<file path="src/design/sjsq_pkg.sv">
// ----------------------------------------------------------------------------
// sjsq_pkg
// Shared types and codes for the shortest-job sorted queue.
// ----------------------------------------------------------------------------
package sjsq_pkg;

  localparam int QUEUE_DEPTH = 16;
  localparam int OCC_W       = $clog2(QUEUE_DEPTH + 1);

  localparam int ID_W   = 32;
  localparam int TIME_W = 31;
  localparam int CMD_W  = 2;
  localparam int STAT_W = 2;
  localparam int OUT_OCC_W = 5;

  typedef logic [CMD_W-1:0]  cmd_t;
  typedef logic [STAT_W-1:0] status_t;

  localparam cmd_t CMD_INSERT = 2'd0;
  localparam cmd_t CMD_REMOVE = 2'd1;
  localparam cmd_t CMD_PEEK   = 2'd2;

  localparam status_t STATUS_OK        = 2'd0;
  localparam status_t STATUS_DROPPED   = 2'd1;
  localparam status_t STATUS_EVICTED   = 2'd2;
  localparam status_t STATUS_NOT_FOUND = 2'd3;

  typedef struct packed {
    logic              valid;
    logic [ID_W-1:0]   id;
    logic [TIME_W-1:0] tm;
  } entry_t;

  typedef struct packed {
    logic              en;
    cmd_t              op;
    logic [ID_W-1:0]   id;
    logic [TIME_W-1:0] tm;
  } ctrl_t;

endpackage

</file>
<file path="src/design/sjsq_cell.sv">
// ----------------------------------------------------------------------------
// sjsq_cell
// One queue slot: shifts right on insert, left on remove, else holds.
// ----------------------------------------------------------------------------
module sjsq_cell (
  input  logic           clk,
  input  logic           rst_n,
  input  sjsq_pkg::ctrl_t  ctrl_i,
  input  sjsq_pkg::entry_t left_i,
  input  sjsq_pkg::entry_t right_i,
  input  logic           left_move_i,
  input  logic           found_i,
  output sjsq_pkg::entry_t entry_o,
  output sjsq_pkg::entry_t entry_nxt_o,
  output logic           move_o,
  output logic           found_o
);
  import sjsq_pkg::*;

  logic              valid_r;
  logic [ID_W-1:0]   id_r;
  logic [TIME_W-1:0] tm_r;
  entry_t            cur;
  entry_t            ent_nxt;
  logic              match;

  assign cur     = '{valid: valid_r, id: id_r, tm: tm_r};
  assign match   = valid_r && (id_r == ctrl_i.id);
  assign move_o  = !valid_r || (tm_r > ctrl_i.tm);
  assign found_o = found_i || match;

  always_comb begin
    ent_nxt = cur;
    case (ctrl_i.op)
      CMD_INSERT: begin
        if (move_o) begin
          ent_nxt = left_move_i ? left_i : '{valid: 1'b1, id: ctrl_i.id, tm: ctrl_i.tm};
        end
      end
      CMD_REMOVE: begin
        if (found_o) begin
          ent_nxt = right_i;
        end
      end
      default: ;
    endcase
  end

  always_ff @(posedge clk) begin
    if (!rst_n) begin
      valid_r <= 1'b0;
    end else if (ctrl_i.en) begin
      valid_r <= ent_nxt.valid;
    end
  end

  always_ff @(posedge clk) begin
    if (ctrl_i.en) begin
      id_r <= ent_nxt.id;
      tm_r <= ent_nxt.tm;
    end
  end

  assign entry_o     = cur;
  assign entry_nxt_o = ent_nxt;

endmodule

</file>
<file path="src/design/shortest_job_sorted_queue_unit.sv">
// ----------------------------------------------------------------------------
// shortest_job_sorted_queue_unit
// Fixed-depth task queue sorted by ascending run time, shortest first.
// ----------------------------------------------------------------------------
// Input word: cmd (insert, remove by id, peek), task_id, task_time.
// Output word: status, head entry after the command, and occupancy.
// Every accepted input word yields exactly one output word.
// The queue is a row of QUEUE_DEPTH slot cells. All cells compare against
// the incoming word in parallel; on insert the cell at the sorted place takes
// the new task and each cell past it takes its left neighbor, on remove each
// cell at or past the first id match takes its right neighbor. The whole
// update lands in all cells at once.
// The output word is registered: it is valid in the cycle after the input word is accepted.
// Throughput: one word per cycle while the receiver does not stall; a new word is taken
// in the same cycle the pending output is taken.
// Reset empties the queue and drops any pending output word.
// When the receiver stalls, the output word holds and in_ready falls
// until it is taken.
// ----------------------------------------------------------------------------
module shortest_job_sorted_queue_unit (
  input  logic                          clk,
  input  logic                          rst_n,
  input  logic                          in_valid,
  output logic                          in_ready,
  input  logic [sjsq_pkg::CMD_W-1:0]    in_cmd,
  input  logic [sjsq_pkg::ID_W-1:0]     in_task_id,
  input  logic [sjsq_pkg::TIME_W-1:0]   in_task_time,
  output logic                          out_valid,
  input  logic                          out_ready,
  output logic [sjsq_pkg::STAT_W-1:0]   out_status,
  output logic                          out_head_valid,
  output logic [sjsq_pkg::ID_W-1:0]     out_head_id,
  output logic [sjsq_pkg::TIME_W-1:0]   out_head_time,
  output logic [sjsq_pkg::OUT_OCC_W-1:0] out_occupancy
);
  import sjsq_pkg::*;

  ctrl_t  ctrl;
  entry_t ent     [QUEUE_DEPTH];
  entry_t ent_nxt [QUEUE_DEPTH];
  entry_t left_e  [QUEUE_DEPTH];
  entry_t right_e [QUEUE_DEPTH];
  logic   move    [QUEUE_DEPTH];
  logic   left_mv [QUEUE_DEPTH];
  logic   fnd_in  [QUEUE_DEPTH];
  logic   fnd_out [QUEUE_DEPTH];

  logic                   accept;
  logic                   full;
  status_t                status_nxt;
  logic [OCC_W-1:0]       occ_r;
  logic [OCC_W-1:0]       occ_nxt;
  logic [OCC_W+OUT_OCC_W-1:0] occ_ext;

  logic                   out_valid_r;
  status_t                status_r;
  logic                   head_valid_r;
  logic [ID_W-1:0]        head_id_r;
  logic [TIME_W-1:0]      head_time_r;
  logic [OUT_OCC_W-1:0]   occupancy_r;

  assign in_ready = !out_valid_r || out_ready;
  assign accept   = in_valid && in_ready;

  assign ctrl = '{en: accept, op: in_cmd, id: in_task_id, tm: in_task_time};

  genvar i;
  generate
    for (i = 0; i < QUEUE_DEPTH; i++) begin : g_cell
      if (i == 0) begin : g_first
        assign left_e[i]  = '0;
        assign left_mv[i] = 1'b0;
        assign fnd_in[i]  = 1'b0;
      end else begin : g_mid
        assign left_e[i]  = ent[i-1];
        assign left_mv[i] = move[i-1];
        assign fnd_in[i]  = fnd_out[i-1];
      end
      if (i == QUEUE_DEPTH - 1) begin : g_last
        assign right_e[i] = '0;
      end else begin : g_nlast
        assign right_e[i] = ent[i+1];
      end

      sjsq_cell u_cell (
        .clk         (clk),
        .rst_n       (rst_n),
        .ctrl_i      (ctrl),
        .left_i      (left_e[i]),
        .right_i     (right_e[i]),
        .left_move_i (left_mv[i]),
        .found_i     (fnd_in[i]),
        .entry_o     (ent[i]),
        .entry_nxt_o (ent_nxt[i]),
        .move_o      (move[i]),
        .found_o     (fnd_out[i])
      );
    end
  endgenerate

  assign full = ent[QUEUE_DEPTH-1].valid;

  always_comb begin
    status_nxt = STATUS_OK;
    occ_nxt    = occ_r;
    case (in_cmd)
      CMD_INSERT: begin
        if (full) begin
          status_nxt = move[QUEUE_DEPTH-1] ? STATUS_EVICTED : STATUS_DROPPED;
        end else begin
          occ_nxt = occ_r + OCC_W'(1);
        end
      end
      CMD_REMOVE: begin
        if (fnd_out[QUEUE_DEPTH-1]) begin
          occ_nxt = occ_r - OCC_W'(1);
        end else begin
          status_nxt = STATUS_NOT_FOUND;
        end
      end
      default: ;
    endcase
  end

  assign occ_ext = {{OUT_OCC_W{1'b0}}, occ_nxt};

  always_ff @(posedge clk) begin
    if (!rst_n) begin
      occ_r       <= '0;
      out_valid_r <= 1'b0;
    end else begin
      if (accept) begin
        occ_r <= occ_nxt;
      end
      if (accept) begin
        out_valid_r <= 1'b1;
      end else if (out_ready) begin
        out_valid_r <= 1'b0;
      end
    end
  end

  always_ff @(posedge clk) begin
    if (accept) begin
      status_r     <= status_nxt;
      head_valid_r <= ent_nxt[0].valid;
      head_id_r    <= ent_nxt[0].valid ? ent_nxt[0].id : '0;
      head_time_r  <= ent_nxt[0].valid ? ent_nxt[0].tm : '0;
      occupancy_r  <= occ_ext[OUT_OCC_W-1:0];
    end
  end

  assign out_valid      = out_valid_r;
  assign out_status     = status_r;
  assign out_head_valid = head_valid_r;
  assign out_head_id    = head_id_r;
  assign out_head_time  = head_time_r;
  assign out_occupancy  = occupancy_r;

endmodule

</file>
<file path="config.mk">
export PLATFORM = sky130hd
export DESIGN_NAME = shortest_job_sorted_queue_unit
export DESIGN_NICKNAME = d
export VERILOG_FILES = /design/src/design/sjsq_pkg.sv /design/src/design/sjsq_cell.sv /design/src/design/shortest_job_sorted_queue_unit.sv
export SDC_FILE = /design/constraint.sdc
export NUM_CORES = 2
export LEC_CHECK = 0
export BUFFER_PORTS_ARGS = -buffer_cell sky130_fd_sc_hd__buf_4
export CORE_MARGIN = 2
export CORE_UTILIZATION = 29
export DETAILED_ROUTE_END_ITERATION = 8
export SYNTH_ARGS = -nofsm -noshare
export SYNTH_HDL_FRONTEND = slang
export SYNTH_SLANG_ARGS = --single-unit
</file>
<file path="constraint.sdc">
create_clock -name clk -period 15.8 [get_ports clk]
set_input_delay 3.16 -clock clk [delete_from_list [all_inputs] [get_ports clk]]
set_output_delay 3.16 -clock clk [all_outputs]
set_load 0.01 [all_outputs]
</file>
**Word-level counts from Yosys, hierarchy flattened**

Index checks and enable logic that the tools add are counted.

- Output and inout bits: 73
- Register bits after elaboration: 1,101
- Logic and storage cells: 276
- Input port bits: 69

- Eq/ne operators: 47
- Magnitude comparators: 16
- Reductions and logical operators: 84
- Multiplexer cells: 72
- Add/subtract/negate cells: 2

Operator list:

| cell | count |
|---|---|
| 2-to-1 mux 64 bit | 47 |
| case mux 64 bit (2 select lines) | 16 |
| equality test 32 bit | 16 |
| greater-than comparator 31 bit | 16 |
| != test 2 x 1 -> 1 bit, second input constant | 30 |
| AND reduction 4 bit | 15 |
| logical OR 1 bit | 32 |
| logical AND 1 bit | 17 |
| zero test 1 bit | 17 |
| 2-to-1 mux 5 bit | 2 |
| case mux 5 bit (2 select lines) | 1 |
| 2-to-1 mux 2 bit | 3 |
| adder 5 x 1 -> 5 bit, second input constant | 1 |
| subtractor 5 x 1 -> 5 bit, second input constant | 1 |
| case mux 2 bit (2 select lines) | 1 |
| nonzero test 2 bit | 2 |
| equality test 2 x 1 -> 1 bit, second input constant | 1 |
| zero test 2 bit | 1 |
| 2-to-1 mux 1 bit | 2 |

**Depth between registers and ports, before layout**

- Depth after elaboration: 19
- Gate-level depth with buffers: 14

**Cells and area by module**

A second synthesis with hierarchy kept.

- Cells, all modules: 8,173
- Area, all modules: 88,478.6 um^2

Modules (own cells, without submodules):

| module | times used | sequential area each (um^2) | cells an instance | area each (um^2) |
|---|---|---|---|---|
| sjsq_cell at g_cell[0].u_cell ... | 8 | 1,911.8 | 533 | 5,803.1 |
| sjsq_cell at g_cell[2].u_cell ... | 8 | 1,911.8 | 463 | 4,877.2 |
| shortest_job_sorted_queue_unit | 1 | 2,252.2 | 205 | 3,036.7 |

**Least setup slack after synthesis**

OpenSTA, ideal clock, no wires.

- Path type: input to register
- Start: in out_ready
- End: reg g_cell[1].u_cell.id_r[0] (enable)
- Required time: 15.202 ns
- Arrival: 11.659 ns
- Slack: 3.543 ns
- Library setup time: 0.598 ns
- Cell stages on the path: 6
- Cells stage by stage: nand2b_1 nand2_1 inv_1 nand2_1 clkbuf_1 a311oi_1

- Cells in the longest elaborated chain, start to end: 3

Ends and longest elaborated chain:

| what | line | text |
|---|---|---|
| start: declaration | shortest_job_sorted_queue_unit.sv:29 | `input logic out_ready,` |
| logical OR 1 bit | shortest_job_sorted_queue_unit.sv:62 | `assign in_ready = !out_valid_r \|\| out_ready;` |
| logical AND 1 bit | shortest_job_sorted_queue_unit.sv:63 | `assign accept = in_valid && in_ready;` |
| named net accept | shortest_job_sorted_queue_unit.sv:48 | `logic accept;` |
| AND reduction 4 bit (no line) | - |  |
| end signal: assignment | sjsq_cell.sv:59 | `id_r <= ent_nxt.id;` |
| end: declaration | sjsq_cell.sv:21 | `logic [ID_W-1:0] id_r;` |

The timed path passes the listed nets, and every way through them passes these cells.
A chain may end at the register's enable or synchronous reset.

**Worst setup path in the final report**

- Start: in in_task_time[24] (netlist bit)
- End: reg g_cell[15].u_cell.id_r[22] (data pin)

- Cells in the longest elaborated chain, start to end: 5

Ends and longest elaborated chain:

| what | line | text |
|---|---|---|
| start: declaration | shortest_job_sorted_queue_unit.sv:27 | `input logic [sjsq_pkg::TIME_W-1:0] in_task_time,` |
| greater-than comparator 31 bit | sjsq_cell.sv:29 | `assign move_o = !valid_r \|\| (tm_r > ctrl_i.tm);` |
| logical OR 1 bit | sjsq_cell.sv:29 |  |
| 2-to-1 mux 64 bit | sjsq_cell.sv:37 | `ent_nxt = left_move_i ? left_i : '{valid: 1'b1, id: ctrl_i.id, tm: ctrl_i.tm};` |
| 2-to-1 mux 64 bit | sjsq_cell.sv:36 | `if (move_o) begin` |
| case mux 64 bit (2 select lines) | sjsq_cell.sv:34 | `case (ctrl_i.op)` |
| end signal: assignment | sjsq_cell.sv:59 |  |
| end: declaration | sjsq_cell.sv:21 |  |

Every way passes these cells. The select of a mux whose other input is x is not followed.

==> impl_metrics.toml <==
[clock_network]
cts_root_buf = "clkbuf_16"
clk_path_buf_depth = 3
holdBufCountCts = 0
cts_setup_buffers = 0
cts_made_buffers = 137
cts_tree = "built"
clk_latency_ns = 0.82
clkSinkCount = 1101
cts-resized-gates = 0
clk_transition_reported_paths_ns = 0.06
cts_max_level = 4

[route]
vias = 64200
via_per_inst = 5.80
firstDrtPassIters = 7
drcViolationCount = 0
drt_iter0_markers = 9143
wl_per_cell_um = 28.1
ant_nets = 0
postRouteWirelength_um = 311000

[place]
io_buffer_count = 141
place_hpwl_um = 219000
gp_congestion = 0.984
dpl.cell_count = 10800
dpl_cell_area_um2 = 79200
preCtsSetupSlack_ns = 6.54

[critical_path]
cp_data_required_time_ns = 16.33
crit_top_cell = "buf_4"
critPathMaxFanout = 36
worst_ep_arrival_time_ns = 9.02
critPathTopFamily = "simple AND/OR/NAND/NOR gates"
critPathMaxStageDelay_ns = 0.80
crit_path_start_kind = "input port"
path_buf_inv = 4
path_cells = "buf_4 > inv_1 > ha_1 > nand4_1 > nor3_1 > nand4_1 > nor3_1 > nand2_1 > o31a_1 > o21ai_4 > buf_4 > buf_4 > mux2i_1 > nor2_1"
slowest_stage = "nor3_1"
end_kind = "flip-flop"
crit_type = "in -> reg"

[synthesis]
synth-seq-area-share_pct = 43.7
syn_area_per_cell_um2 = 9.65
synthesis.area_um2 = 75200
synth_largest_area_cell = "edfxtp_1"
synthArstFlopShare_pct = 0
synth_edf_count = 1079
synth_nets = 8365
ys.warnings.count = 0
ys_ff_latch = 1101
yosysMostFrequentCell = "edfxtp_1"
synth.distinct_cells = 81
synthTopCellsByCount = "edfxtp_1 (1079), nand2_1 (903), nor2_1 (721), o21ai_0 (697), mux2i_1 (668)"
synth.area.top_cells = "edfxtp_1 (43%), mux2i_1 (8.9%), ha_1 (8.3%)"
synth_top_area_share_pct = 43.1
synth_flop_cell = "edfxtp_1"
synthCells = 7798

[power_and_ir_drop]
peakVddDrop_mv = 0.116
pwr_density_cell_nw_per_um2 = 93.8
leakage_nw = 31.0
p_total_mw = 7.83

[timing]
slew-limit-headroom_pct = -3.17
worst_pin_slew_ns = 1.53
fmax_mhz = 118
fin_worst_skew_ns = 0.0368
whs_ns = 0.545
setup_tns_ns = 0
slew_violations = 2
layout_min_cycle_time_ns = 8.48
worst_slack_ns = 7.32
fin_crit_sh_pct = 53.7
rsz0062_at_grt = "false"
setup_viol = 0
hold_viol_final = 0

[floorplanning]
ioPinCount = 142
initial_core_util_pct = 29.2
core_area_um2 = 257000
die_width_um = 513
die-area_um2 = 263000
num_rows = 186
die_h_um = 513

[global_route]
grt_antenna_before_repair = 22
met1_usage_pct = 30.8
grt-ovfl-total = 0
grt_pass1_wl_um = 442000
grt_use_met3_pct = 4.71
grt_max_degree = 265
grt_util_met2_pct = 34.0
busiest_layer = "met2"
grtUsageTotal_pct = 22.6
grt_pass1_vias = 61100

[layout]
final_util_pct = 32.4
area_delta_synth_final_pct = 11.0
nets = 8132
final_cells = 11100
drive_above_1_share_pct = 6.79
fin_area_um2 = 83500

[hold_path]
hold_path.class = "reg -> reg"

[status]
violations = "capacitance limit, slew limit"
run_status = "finished, violations left"

[flow_run]
drv_cap = 1
==> power by group <==
part           internal [mW]  switching (mW)
Clock                   1.73            1.41
Sequential              3.37           0.136
Combinational          0.381           0.808
==> final timing paths <==
path / depth (start not counted) / end / from / slack, ns
setup / recovery: 14 / g_cell[15].u_cell.id_r[22] / in_task_time[24] / 7.32
hold / removal: 2 / out_valid / out_valid / 0.55
setup reg to reg: 12 / g_cell[15].u_cell.id_r[22] / g_cell[14].u_cell.tm_r[24] / 9.97
hold reg to reg: 2 / out_valid / out_valid / 0.55
==> state kept, by name (all words and copies together) (netlist names) <==
register               cells
out_occupancy              5
occ_r                      5
out_head_valid             1
out_status                 2
g_cell.u_cell.tm_r       496
g_cell.u_cell.valid_r     16
out_head_id               32
g_cell.u_cell.id_r       512
out_head_time             31
out_valid                  1
==> area by class of cell <==
cell class / instances / area, µm²
antenna: 10 / 25.0
clock buffer: 177 / 3610
clock inverter: 66 / 676
fill: 26300 / 174000
inverter: 105 / 400
multi-input combinational: 5955 / 39700
sequential: 1101 / 32800
tap: 3384 / 4230
timing repair buffer: 265 / 2050
==> kinds of logic (layout without fill, tap and decap cells) <==
group	count (synthesis)	in the layout	synth area share (%)
AOI/OAI and AO/OA	1807	1807	14.1
DFF	1101	1101	43.7
and+or+nand+nor	2470	2470	14.9
xor gates and xnor gates	512	512	5.98
muxes	668	668	8.89
buffers and inverters	742	613	4.13
other	0	10	0
adders and majority gates	498	498	8.28
==> layer usage <==
metal / routed length (µm) / vias up
met3: 31900 / 692
met2: 134000 / 3971
met5: 138 / -
met1: 129000 / 31100
li1: - / 28300
met4: 15600 / 20
==> cell usage in the layout, fill, tap and decap left out, types with 50 or more instances in the layout <==
| cell | n |
|---|---|
| edfxtp_1 | 1079 |
| nand2_1 | 898 |
| nor2_1 | 714 |
| o21ai_0 | 695 |
| mux2i_1 | 668 |
| ha_1 | 498 |
| a21oi_1 | 424 |
| xnor2_1 | 272 |
| buf_4 | 260 |
| xor2_1 | 238 |
| nand4_1 | 219 |
| nand3_1 | 218 |
| a31oi_1 | 204 |
| nor4_1 | 180 |
| a21o_1 | 145 |
| a211oi_1 | 144 |
| clkbuf_16 | 138 |
| inv_1 | 101 |
| nor3_1 | 50 |
==> worst reg2reg max path, cell delays in order, from the launching register on <==
cell,delay (ns)
edfxtp_1,0.44
ha_1,0.37
nand4_1,0.09
nor3_1,0.80
nand4_1,0.36
nor3_1,0.68
nand2_1,0.22
o31a_1,0.41
o21ai_4,0.24
buf_4,0.71
buf_4,0.75
mux2i_1,0.42
nor2_1,0.06
(Power assumes the default switching activity.)
